**src/rtl/ibc_pkg.sv**
```systemverilog
`timescale 1ns / 1ps
// ----------------------------------------------------------------------------
// ibc_pkg: shared types and constants of the IMU bias calibrator
// Calibration phases, controller states, register map and the command and
// status bundles that join the controller and the datapath.
// ----------------------------------------------------------------------------
package ibc_pkg;

  // window register width and reset values
  localparam int unsigned CFG_W             = 16;
  localparam int unsigned APB_DATA_W        = 32;
  localparam int unsigned APB_ADDR_W        = 3;
  localparam logic [CFG_W-1:0] INITIAL_WIN_RST = 16'd256;
  localparam logic [CFG_W-1:0] RECAL_WIN_RST   = 16'd64;

  // register index (byte address / 4)
  localparam logic REG_INITIAL_WINDOW = 1'b0;
  localparam logic REG_RECAL_WINDOW   = 1'b1;

  // input word kind, carried on tuser
  localparam logic CMD_SAMPLE = 1'b0;
  localparam logic CMD_RECAL  = 1'b1;

  typedef enum logic [1:0] {
    PH_INITIAL = 2'd0,
    PH_RECAL   = 2'd1,
    PH_READY   = 2'd2
  } phase_e;

  typedef enum logic {
    ST_IDLE   = 1'b0,
    ST_DIVIDE = 1'b1
  } ctrl_state_e;

  typedef struct packed {
    logic sum_add;          // add the incoming sample, bump the count
    logic sum_clear;        // zero sums and count
    logic use_initial;      // compare against the initial window
    logic div_start;        // launch the three dividers
    logic bias_load;        // take the quotients as the new bias
    logic res_load;         // capture a result word
    logic res_accepted;
    logic res_done;
    logic res_was_initial;
    logic res_ready;
  } ibc_cmd_t;

  typedef struct packed {
    logic window_full;      // the sample on the input completes the window
    logic div_done;         // quotients valid this cycle
  } ibc_stat_t;

endpackage

```
**src/rtl/ibc_divider.sv**
```systemverilog
`timescale 1ns / 1ps
// ----------------------------------------------------------------------------
// ibc_divider: three-lane serial signed-by-unsigned divider
// Restoring division, one quotient bit per cycle on all three axes at once,
// truncating toward zero. One shared step counter.
// ----------------------------------------------------------------------------
module ibc_divider #(
  parameter int unsigned SAMPLE_WIDTH = 16,
  parameter int unsigned COUNT_WIDTH  = 16
) (
  input  logic                                          clk_i,
  input  logic                                          rst_ni,
  input  logic                                          start_i,
  input  logic signed [SAMPLE_WIDTH+COUNT_WIDTH-1:0]    dividend_i [3],
  input  logic        [COUNT_WIDTH-1:0]                 divisor_i,
  output logic signed [SAMPLE_WIDTH-1:0]                quotient_o [3],
  output logic                                          done_o
);
  localparam int unsigned SUM_W  = SAMPLE_WIDTH + COUNT_WIDTH;
  localparam int unsigned STEP_W = $clog2(SUM_W);

  logic                   busy_q, busy_d;
  logic                   done_q, done_d;
  logic [STEP_W-1:0]      step_q, step_d;
  logic [COUNT_WIDTH-1:0] den_q, den_d;
  logic                   neg_q [3];
  logic                   neg_d [3];
  logic [SUM_W-1:0]       quo_q [3];
  logic [SUM_W-1:0]       quo_d [3];
  logic [COUNT_WIDTH-1:0] rem_q [3];
  logic [COUNT_WIDTH-1:0] rem_d [3];
  logic [COUNT_WIDTH:0]   rem_sh [3];
  logic [COUNT_WIDTH:0]   rem_diff [3];
  logic                   ge [3];

  always_comb begin
    busy_d = busy_q;
    done_d = 1'b0;
    step_d = step_q;
    den_d  = den_q;
    for (int k = 0; k < 3; k++) begin
      neg_d[k]    = neg_q[k];
      quo_d[k]    = quo_q[k];
      rem_d[k]    = rem_q[k];
      rem_sh[k]   = {rem_q[k], quo_q[k][SUM_W-1]};
      rem_diff[k] = rem_sh[k] - {1'b0, den_q};
      ge[k]       = (rem_sh[k] >= {1'b0, den_q});
    end
    if (start_i) begin
      busy_d = 1'b1;
      step_d = '0;
      den_d  = divisor_i;
      for (int k = 0; k < 3; k++) begin
        neg_d[k] = dividend_i[k][SUM_W-1];
        quo_d[k] = dividend_i[k][SUM_W-1] ? SUM_W'(-dividend_i[k]) : SUM_W'(dividend_i[k]);
        rem_d[k] = '0;
      end
    end else if (busy_q) begin
      step_d = step_q + 1'b1;
      for (int k = 0; k < 3; k++) begin
        rem_d[k] = ge[k] ? rem_diff[k][COUNT_WIDTH-1:0] : rem_sh[k][COUNT_WIDTH-1:0];
        quo_d[k] = {quo_q[k][SUM_W-2:0], ge[k]};
      end
      if (step_q == STEP_W'(SUM_W - 1)) begin
        busy_d = 1'b0;
        done_d = 1'b1;
      end
    end
  end

  always_ff @(posedge clk_i or negedge rst_ni) begin
    if (!rst_ni) begin
      busy_q <= 1'b0;
      done_q <= 1'b0;
      step_q <= '0;
    end else begin
      busy_q <= busy_d;
      done_q <= done_d;
      step_q <= step_d;
    end
  end

  always_ff @(posedge clk_i) begin
    den_q <= den_d;
    for (int k = 0; k < 3; k++) begin
      neg_q[k] <= neg_d[k];
      quo_q[k] <= quo_d[k];
      rem_q[k] <= rem_d[k];
    end
  end

  // magnitude never exceeds 2^(SAMPLE_WIDTH-1), so the low bits suffice
  always_comb begin
    for (int k = 0; k < 3; k++) begin
      quotient_o[k] = neg_q[k] ? -signed'(quo_q[k][SAMPLE_WIDTH-1:0])
                               : signed'(quo_q[k][SAMPLE_WIDTH-1:0]);
    end
  end

  assign done_o = done_q;

endmodule

```
**src/rtl/ibc_datapath.sv**
```systemverilog
`timescale 1ns / 1ps
// ----------------------------------------------------------------------------
// ibc_datapath: accumulators, window compare, divider and result register
// Runs on commands from ibc_ctrl and reports window and divider status.
// ----------------------------------------------------------------------------
module ibc_datapath #(
  parameter int unsigned SAMPLE_WIDTH = 16,
  parameter int unsigned COUNT_WIDTH  = 16
) (
  input  logic                              clk_i,
  input  logic                              rst_ni,
  input  ibc_pkg::ibc_cmd_t                 cmd_i,
  input  logic signed [SAMPLE_WIDTH-1:0]    accel_x_i,
  input  logic signed [SAMPLE_WIDTH-1:0]    accel_y_i,
  input  logic signed [SAMPLE_WIDTH-1:0]    accel_z_i,
  input  logic [ibc_pkg::CFG_W-1:0]         win_initial_i,
  input  logic [ibc_pkg::CFG_W-1:0]         win_recal_i,
  output ibc_pkg::ibc_stat_t                stat_o,
  output logic [4+3*SAMPLE_WIDTH-1:0]       res_o
);
  import ibc_pkg::*;

  localparam int unsigned SUM_W = SAMPLE_WIDTH + COUNT_WIDTH;
  localparam int unsigned RES_W = 4 + 3 * SAMPLE_WIDTH;

  logic [COUNT_WIDTH-1:0]         count_q;
  logic [COUNT_WIDTH:0]           count_inc;
  logic [COUNT_WIDTH-1:0]         win;
  logic [COUNT_WIDTH-1:0]         target;
  logic signed [SAMPLE_WIDTH-1:0] sample [3];
  logic signed [SUM_W-1:0]        sum_q [3];
  logic signed [SUM_W-1:0]        sum_next [3];
  logic signed [SAMPLE_WIDTH-1:0] quotient [3];
  logic signed [SAMPLE_WIDTH-1:0] bias_q [3];
  logic signed [SAMPLE_WIDTH-1:0] bias_d [3];
  logic                           div_done;
  logic [RES_W-1:0]               res_q;

  assign sample[0] = accel_x_i;
  assign sample[1] = accel_y_i;
  assign sample[2] = accel_z_i;

  // window taken modulo 2^COUNT_WIDTH, zero behaves as one
  assign win       = cmd_i.use_initial ? COUNT_WIDTH'(win_initial_i)
                                       : COUNT_WIDTH'(win_recal_i);
  assign target    = (win == '0) ? COUNT_WIDTH'(1) : win;
  assign count_inc = {1'b0, count_q} + 1'b1;

  always_comb begin
    for (int k = 0; k < 3; k++) begin
      sum_next[k] = sum_q[k] + SUM_W'(sample[k]);
      bias_d[k]   = cmd_i.bias_load ? quotient[k] : bias_q[k];
    end
  end

  always_ff @(posedge clk_i or negedge rst_ni) begin
    if (!rst_ni) begin
      count_q <= '0;
      for (int k = 0; k < 3; k++) begin
        sum_q[k]  <= '0;
        bias_q[k] <= '0;
      end
    end else begin
      if (cmd_i.sum_clear) begin
        count_q <= '0;
        for (int k = 0; k < 3; k++) sum_q[k] <= '0;
      end else if (cmd_i.sum_add) begin
        count_q <= count_inc[COUNT_WIDTH-1:0];
        for (int k = 0; k < 3; k++) sum_q[k] <= sum_next[k];
      end
      for (int k = 0; k < 3; k++) bias_q[k] <= bias_d[k];
    end
  end

  // divider sees the sums including the completing sample
  ibc_divider #(
    .SAMPLE_WIDTH(SAMPLE_WIDTH),
    .COUNT_WIDTH (COUNT_WIDTH)
  ) u_div (
    .clk_i     (clk_i),
    .rst_ni    (rst_ni),
    .start_i   (cmd_i.div_start),
    .dividend_i(sum_next),
    .divisor_i (count_inc[COUNT_WIDTH-1:0]),
    .quotient_o(quotient),
    .done_o    (div_done)
  );

  always_ff @(posedge clk_i) begin
    if (cmd_i.res_load) begin
      res_q <= {bias_d[2], bias_d[1], bias_d[0], cmd_i.res_ready,
                cmd_i.res_was_initial, cmd_i.res_done, cmd_i.res_accepted};
    end
  end

  assign stat_o.window_full = (count_inc >= {1'b0, target});
  assign stat_o.div_done    = div_done;
  assign res_o              = res_q;

endmodule

```
**src/rtl/ibc_ctrl.sv**
```systemverilog
`timescale 1ns / 1ps
// ----------------------------------------------------------------------------
// ibc_ctrl: calibration controller
// Tracks the calibration phase, decides what each word does and holds the
// output valid flag.
// ----------------------------------------------------------------------------
module ibc_ctrl (
  input  logic                clk_i,
  input  logic                rst_ni,
  input  logic                in_valid_i,
  input  logic                in_kind_i,
  output logic                in_ready_o,
  output logic                out_valid_o,
  input  logic                out_ready_i,
  output ibc_pkg::ibc_cmd_t   cmd_o,
  input  ibc_pkg::ibc_stat_t  stat_i
);
  import ibc_pkg::*;

  ctrl_state_e state_q, state_d;
  phase_e      phase_q, phase_d;
  logic        first_q, first_d;
  logic        out_valid_q, out_valid_d;
  logic        accept;

  always_ff @(posedge clk_i or negedge rst_ni) begin
    if (!rst_ni) begin
      state_q     <= ST_IDLE;
      phase_q     <= PH_INITIAL;
      first_q     <= 1'b0;
      out_valid_q <= 1'b0;
    end else begin
      state_q     <= state_d;
      phase_q     <= phase_d;
      first_q     <= first_d;
      out_valid_q <= out_valid_d;
    end
  end

  always_comb begin
    state_d    = state_q;
    phase_d    = phase_q;
    first_d    = first_q;
    cmd_o      = '0;
    cmd_o.use_initial = (phase_q == PH_INITIAL);
    in_ready_o = 1'b0;
    accept     = 1'b0;

    unique case (state_q)
      ST_IDLE: begin
        in_ready_o = !out_valid_q || out_ready_i;
        accept     = in_valid_i && in_ready_o;
        if (accept) begin
          if (in_kind_i == CMD_RECAL) begin
            if (phase_q == PH_READY) begin
              phase_d         = PH_RECAL;
              cmd_o.sum_clear = 1'b1;
            end
            cmd_o.res_load = 1'b1;
          end else if (phase_q == PH_READY) begin
            // sample while ready: rejected, nothing changes
            cmd_o.res_load  = 1'b1;
            cmd_o.res_ready = 1'b1;
          end else begin
            cmd_o.sum_add = 1'b1;
            if (stat_i.window_full) begin
              cmd_o.div_start = 1'b1;
              first_d         = (phase_q == PH_INITIAL);
              state_d         = ST_DIVIDE;
            end else begin
              cmd_o.res_load     = 1'b1;
              cmd_o.res_accepted = 1'b1;
            end
          end
        end
      end
      ST_DIVIDE: begin
        if (stat_i.div_done) begin
          cmd_o.bias_load       = 1'b1;
          cmd_o.sum_clear       = 1'b1;
          cmd_o.res_load        = 1'b1;
          cmd_o.res_accepted    = 1'b1;
          cmd_o.res_done        = 1'b1;
          cmd_o.res_was_initial = first_q;
          cmd_o.res_ready       = 1'b1;
          phase_d               = PH_READY;
          state_d               = ST_IDLE;
        end
      end
      default: state_d = ST_IDLE;
    endcase

    out_valid_d = cmd_o.res_load ? 1'b1 : (out_valid_q && !out_ready_i);
  end

  assign out_valid_o = out_valid_q;

endmodule

```
**src/rtl/imu_bias_calibrator_unit.sv**
```systemverilog
`timescale 1ns / 1ps
// ----------------------------------------------------------------------------
// imu_bias_calibrator_unit: three-axis accelerometer bias calibrator
// Block-averages x/y/z samples over a programmable window and holds the
// resulting bias; recalibration on command.
// ----------------------------------------------------------------------------
//
//  channel   dir   handshake               payload
//  --------  ----  ----------------------  ------------------------------------
//  s_axis    in    tvalid / tready         tuser: cmd; tdata: accel x, y, z
//  m_axis    out   tvalid / tready         tdata: flags, bias x, y, z
//  apb       in    psel/penable/pready     initial_window @0x0, recal_window @0x4
//
//  A word that does not close a window yields its result in the cycle after it
//  is taken. A sample that closes a window starts the three serial dividers,
//  which produce one quotient bit per cycle; its result is registered once
//  the dividers report done.
//  One word is in work at a time; s_axis_tready is low while the dividers
//  run, and a result waiting in the output register holds s_axis off until
//  m_axis takes it (the next word can go in at that same edge).
//  Reset: initial phase, sums, count and bias zero, windows 256 and 64.
//
module imu_bias_calibrator_unit #(
  parameter int unsigned SAMPLE_WIDTH = 16,
  parameter int unsigned COUNT_WIDTH  = 16
) (
  input  logic                                clk_i,
  input  logic                                rst_ni,
  // input stream
  input  logic                                s_axis_tvalid,
  output logic                                s_axis_tready,
  // tdata: accel_x, accel_y, accel_z (lowest first), zero padded to bytes
  input  logic [((3*SAMPLE_WIDTH+7)/8)*8-1:0] s_axis_tdata,
  // tuser: cmd (0 sample, 1 recalibrate)
  input  logic                                s_axis_tuser,
  // result stream
  output logic                                m_axis_tvalid,
  input  logic                                m_axis_tready,
  // tdata: accepted, done_res, was_initial, ready_res, bias_out_x,
  //        bias_out_y, bias_out_z (lowest first), zero padded to bytes
  output logic [((4+3*SAMPLE_WIDTH+7)/8)*8-1:0] m_axis_tdata,
  // register port
  input  logic                                psel,
  input  logic                                penable,
  input  logic                                pwrite,
  input  logic [ibc_pkg::APB_ADDR_W-1:0]      paddr,
  input  logic [ibc_pkg::APB_DATA_W-1:0]      pwdata,
  output logic [ibc_pkg::APB_DATA_W-1:0]      prdata,
  output logic                                pready
);
  import ibc_pkg::*;

  localparam int unsigned OUT_TDATA_W = ((4 + 3 * SAMPLE_WIDTH + 7) / 8) * 8;
  localparam int unsigned RES_W       = 4 + 3 * SAMPLE_WIDTH;

  logic [CFG_W-1:0] win_initial_q;
  logic [CFG_W-1:0] win_recal_q;
  logic             reg_idx;
  logic             cfg_wr;
  ibc_cmd_t         cmd;
  ibc_stat_t        stat;
  logic [RES_W-1:0] res;

  // --- register port: no wait states, written in the access phase ---
  assign pready  = 1'b1;
  assign reg_idx = paddr[2];
  assign cfg_wr  = psel && penable && pwrite && pready;

  always_ff @(posedge clk_i or negedge rst_ni) begin
    if (!rst_ni) begin
      win_initial_q <= INITIAL_WIN_RST;
      win_recal_q   <= RECAL_WIN_RST;
    end else if (cfg_wr) begin
      unique case (reg_idx)
        REG_INITIAL_WINDOW: win_initial_q <= pwdata[CFG_W-1:0];
        REG_RECAL_WINDOW:   win_recal_q   <= pwdata[CFG_W-1:0];
        default: ;
      endcase
    end
  end

  always_comb begin
    unique case (reg_idx)
      REG_INITIAL_WINDOW: prdata = APB_DATA_W'(win_initial_q);
      REG_RECAL_WINDOW:   prdata = APB_DATA_W'(win_recal_q);
      default:            prdata = '0;
    endcase
  end

  // --- controller: phase tracking and handshakes ---
  ibc_ctrl u_ctrl (
    .clk_i      (clk_i),
    .rst_ni     (rst_ni),
    .in_valid_i (s_axis_tvalid),
    .in_kind_i  (s_axis_tuser),
    .in_ready_o (s_axis_tready),
    .out_valid_o(m_axis_tvalid),
    .out_ready_i(m_axis_tready),
    .cmd_o      (cmd),
    .stat_i     (stat)
  );

  // --- datapath: sums, count, dividers, bias and result word ---
  ibc_datapath #(
    .SAMPLE_WIDTH(SAMPLE_WIDTH),
    .COUNT_WIDTH (COUNT_WIDTH)
  ) u_dp (
    .clk_i        (clk_i),
    .rst_ni       (rst_ni),
    .cmd_i        (cmd),
    .accel_x_i    (signed'(s_axis_tdata[SAMPLE_WIDTH-1:0])),
    .accel_y_i    (signed'(s_axis_tdata[2*SAMPLE_WIDTH-1:SAMPLE_WIDTH])),
    .accel_z_i    (signed'(s_axis_tdata[3*SAMPLE_WIDTH-1:2*SAMPLE_WIDTH])),
    .win_initial_i(win_initial_q),
    .win_recal_i  (win_recal_q),
    .stat_o       (stat),
    .res_o        (res)
  );

  // result word zero extended to whole bytes
  assign m_axis_tdata = OUT_TDATA_W'(res);

endmodule

```
**config.mk**
```make
export PLATFORM = sky130hd
export DESIGN_NAME = imu_bias_calibrator_unit
export DESIGN_NICKNAME = d
export VERILOG_FILES = /design/src/rtl/ibc_pkg.sv /design/src/rtl/ibc_divider.sv /design/src/rtl/ibc_datapath.sv /design/src/rtl/ibc_ctrl.sv /design/src/rtl/imu_bias_calibrator_unit.sv
export SDC_FILE = /design/constraint.sdc
export NUM_CORES = 1
export LEC_CHECK = 0
export ABC_CLOCK_PERIOD_IN_PS = 6000
export BUFFER_PORTS_ARGS = -buffer_cell sky130_fd_sc_hd__buf_2
export CORE_MARGIN = 1
export CORE_UTILIZATION = 56
export DETAILED_ROUTE_END_ITERATION = 7
export PLACE_DENSITY = 0.8
export RECOVER_POWER = 100
export REMOVE_ABC_BUFFERS = 1
export SLEW_MARGIN = 20
export SYNTH_ARGS = -nofsm -noshare
export SYNTH_HDL_FRONTEND = slang
export SYNTH_HIERARCHICAL = 1
export SYNTH_SLANG_ARGS = --single-unit
```
**constraint.sdc**
```tcl
create_clock -name clk_i -period 6 [get_ports clk_i]
set_input_delay 0.9 -clock clk_i [delete_from_list [all_inputs] [get_ports clk_i]]
set_output_delay 0.9 -clock clk_i [all_outputs]
set_load 0.05 [all_outputs]
```
==> run_results.csv <==
group,metric,value,unit
pwr,internal_power,8.93,mW
drt,antenna_left,0,
clocking,clock_latency,0.59,ns
pwr,p_switching,7.55,mW
yosys,syn_area_per_cell,9.63,µm²
outcome,violations,"max-capacitance violations, max-slew violations",
finish,areaGrowthSynthToFinish,9.20,%
timing,worst_slew_pin_slew,4.40,ns
setup_path,arrival,5.98,ns
yosys,synthTopCellsByArea,"dfrtp_1 (18%), edfxtp_1 (18%), ha_1 (7.4%), xor2_1 (4.7%), a21oi_1 (4.0%)",
min_path,hp-class,"flop to flop",
setup_path,critical_path_class,"flop to flop",
timing,fmax,0.178,GHz
placed_design,place_area,29400,µm²
outcome,status,"finished with violations",
finish,mostFrequentLayoutCells,"nor2_1 (299), a21oi_1 (226), nand2_1 (208)",
finish,fillers,4039,
setup_path,worst-path-max-fanout,68,
setup_path,start_kind,"flop",
global_route,grt_start_max_net_pins,134,
placed_design,dp_hpwl,48700,µm
finish,drive_gt1_share,9.30,%
clocking,ctsHoldBuffers,0,
yosys,ys_types,102,
drt,via_count,22799,
finish,fin_util,62.4,%
yosys,synth.cell_area,28200,µm²
pwr,pwr_density_cell,536,nW/µm²
timing,slew_headroom,-194,%
clocking,cts_root_buffer,"clkbuf_16",
timing,setup_ws,0.376,ns
setup_path,cpMaxStageDelayCell,"and4_4",
global_route,grt_antenna_before_repair,1,
drt,first_iter_violations,1757,
floorplan,rows,81,
floorplan,die-area,51200,µm²
clocking,htreeDepth,2,
finish,fin_nets,3266,
timing,skew,0.0218,ns
yosys,synth-main-ff-cell,"dfrtp_1",
floorplan,io_pins,182,
pwr,irDropWorstVdd,0.336,mV
clocking,cts_buffers,48,
placed_design,dp_cells,3617,
setup_path,cp.required,6.36,ns
timing,final-setup-viol-count,0,
setup_path,crit_path_end_kind,"flop",
drt,post_drt_wl_per_cell,18.8,µm
timing,rsz0062_at_grt,"no",
timing,finalCritPeriodShare,93.7,%
global_route,grt_pass1_wl,112000,µm
drt,route.detailed.drc,0,
yosys,postSynth.asyncResetShare,48.7,%
pwr,seqPwrFrac,25.6,%
setup_path,worst_path_largest_cell_delay,0.59,ns
drt,drtPass1Iterations,6,
finish,diodes,0,
global_route,grt_overflow,0,
finish,layout_commonest_cell,"nor2_1",
pwr,switching_share,45.8,%
floorplan,core-area,49300,µm²
placed_design,pre_cts_slack,0.467,ns
timing,fin_crit,5.62,ns
timing,slew_viol_final,235,
yosys,yosys_warnings,6,
yosys,yosys.area.top_type_share,18.0,%
placed_design,portBuffers,142,
clocking,cts.reportedPaths.clkPinSlew,0.06,ns
yosys,synth_edf_count,167,
yosys,seq_area_frac_synth,39.4,%
placed_design,gp_congestion,0.926,
floorplan,die_h,226,µm
yosys,synth_area_leader_cell,"dfrtp_1",
finish,layoutNonFillerInstCount,3706,
setup_path,crit_chain,"nor2_1 > buf_4 > mux2i_1 > nand4_1 > or4_1 > nand2_1 > ha_1 > nand2b_1 > a21o_1 > a21o_1 > a21o_1 > a21oi_1 > o21ai_0 > a22oi_1 > a21oi_1 > nor2b_1 > and4_4 > buf_6 > nand3b_1 > o32ai_1",
job,max-cap-violations,5,
setup_path,crit_top_cell,"a21o_1",
yosys,synth_seq_cells,419,
global_route,first_global_vias,22175,
finish,design_area,30700,µm²
pwr,p_leak,13.0,nW
timing,hold_viol_final,0,
drt,via_per_inst,6.15,
floorplan,initial_core_util,57.2,%
floorplan,die_w,226,µm
pwr,pwr-share-comb,56.4,%
clocking,clock_path_buffers,3,
yosys,syn_inst,2925,
drt,drt_wl_total,69800,µm
clocking,tritoncts,"done",
clocking,numClockSinks,419,
pwr,p_clk_share,18.0,%
global_route,grt_use_total,26.9,%
-- Yosys cell counts, types with 8 or more instances --
| library cell | instances |
|---|---|
| a211o_1 | 10 |
| mux2_2 | 91 |
| nor2_1 | 300 |
| nor2b_1 | 25 |
| and2_1 | 17 |
| edfxtp_1 | 167 |
| nor4_1 | 17 |
| ha_1 | 166 |
| and3_1 | 21 |
| a211oi_1 | 21 |
| mux2_4 | 12 |
| a221o_1 | 8 |
| a31o_2 | 11 |
| nand2_1 | 208 |
| a32oi_1 | 11 |
| o21ai_0 | 105 |
| or4_1 | 18 |
| a21oi_1 | 226 |
| a31oi_1 | 15 |
| o21bai_1 | 16 |
| nand2b_1 | 24 |
| o21ai_1 | 11 |
| xor2_1 | 152 |
| o211ai_1 | 23 |
| mux2i_1 | 102 |
| buf_4 | 26 |
| buf_1 | 16 |
| clkbuf_1 | 112 |
| dfxtp_1 | 48 |
| o31ai_1 | 48 |
| o41ai_1 | 16 |
| a22o_1 | 9 |
| dfrtp_1 | 202 |
| nor3_1 | 48 |
| a21o_1 | 75 |
| a311oi_1 | 9 |
| nor3b_1 | 8 |
| or2_2 | 10 |
| nand3_1 | 73 |
| o21a_1 | 21 |
| xnor2_1 | 125 |
| nand4_1 | 42 |
| nand3b_1 | 20 |
| inv_1 | 73 |
| or3_1 | 28 |
-- per-layer routing --
layer,track usage (%),part of all wire [%]
met2,45.2,48
met5,0,0
met4,7.91,2.3
met3,3.60,5.7
met1,36.2,44
-- sequential cells by signal, indices dropped and copies added (netlist names) --
| name | count |
|---|---|
| u_dp/bias_q | 48 |
| u_dp/u_div/step_q | 5 |
| u_ctrl/first_q | 1 |
| u_dp/u_div/den_q | 16 |
| u_dp/u_div/rem_q | 48 |
| u_ctrl/phase_q | 2 |
| u_ctrl/state_q | 1 |
| u_ctrl/out_valid_o | 1 |
| u_dp/u_div/neg_q | 3 |
| u_dp/u_div/quo_q | 96 |
| u_dp/count_q | 16 |
| win_initial_q | 16 |
| u_dp/u_div/done_o | 1 |
| u_dp/u_div/busy_q | 1 |
| win_recal_q | 16 |
| u_dp/sum_q | 96 |
| u_dp/res_o | 52 |
-- layout make-up --
cell class | count | area [µm²] | area share [%]
flip-flops and latches | 419 | 11100 | 36.0
multi-input cells | 2290 | 16100 | 52.3
clock buffers | 57 | 1310 | 4.25
repair buffers | 171 | 868 | 2.82
clock inverters | 32 | 292 | 0.948
inverters | 73 | 277 | 0.899
well taps | 664 | 831 | 2.70
-- power by group through the flow --
stage,logic (mW),clock network (mW),registers [mW]
global placement,8.76,0,4.22
floorplan,6.89,0,4.42
CTS,9.18,3.01,4.21
global route,10.1,3.13,4.30
detailed placement,9.09,0,4.26
finish,9.29,2.96,4.22
-- final timing paths --
path | startpoint | end | slack (ns) | depth (start not counted)
hold / removal | u_dp/bias_q[21]$_DFF_PN0_ | u_dp/bias_q[21]$_DFF_PN0_ | 0.48 | 1
hold reg to reg | u_dp/bias_q[21]$_DFF_PN0_ | u_dp/bias_q[21]$_DFF_PN0_ | 0.48 | 1
max in group asynchronous | rst_ni | u_dp/bias_q[35]$_DFF_PN0_ | 1.64 | 1
setup / recovery | u_ctrl/phase_q[1]$_DFFE_PN0P_ | u_dp/u_div/quo_q[0][95]$_DFFE_PP_ | 0.38 | 20
min in group asynchronous | rst_ni | u_dp/sum_q[7]$_DFFE_PN0P_ | 1.89 | 1
setup reg to reg | u_ctrl/phase_q[1]$_DFFE_PN0P_ | u_dp/u_div/quo_q[0][95]$_DFFE_PP_ | 0.38 | 20
-- repair_timing --
item / 4_1_cts / 5_1_grt
gates resized for setup: 0 / 1
endpoints found under the setup margin: 0 / 1
setup buffers: 0 / 0
-- through the flow --
stage	power, mW	hold WS [ns]	setup TNS (ns)
3_3_place_gp	13.0	0.455	0
4_1_cts	16.4	0.362	0
5_1_grt	17.6	0.509	0
6_report	16.5	0.481	0
2_1_floorplan	11.3	0.435	-892.02
3_5_place_dp	13.3	0.478	0
-- logic make-up after synthesis --
| group | share of synthesized area (%) |
|---|---|
| AND/OR/NAND/NOR | 15.6 |
| AO/OA/AOI/OAI | 16.9 |
| flip-flops | 39.4 |
| XOR/XNOR | 8.78 |
| buffers and inverters | 3.58 |
| multiplexers | 7.91 |
| adder cells (fa/ha/maj) | 7.80 |
| other | 0.0267 |
-- worst max-delay path: cells and delay by family, from the launching register on --
kind	cells	cell delay, ns
DFF	1	0.42
and+or+nand+nor	8	2.14
adders and majority gates	1	0.13
buffers and inverters	2	0.78
muxes	1	0.40
AOI/OAI and AO/OA	8	1.48
Power figures use the tool's default switching activity.
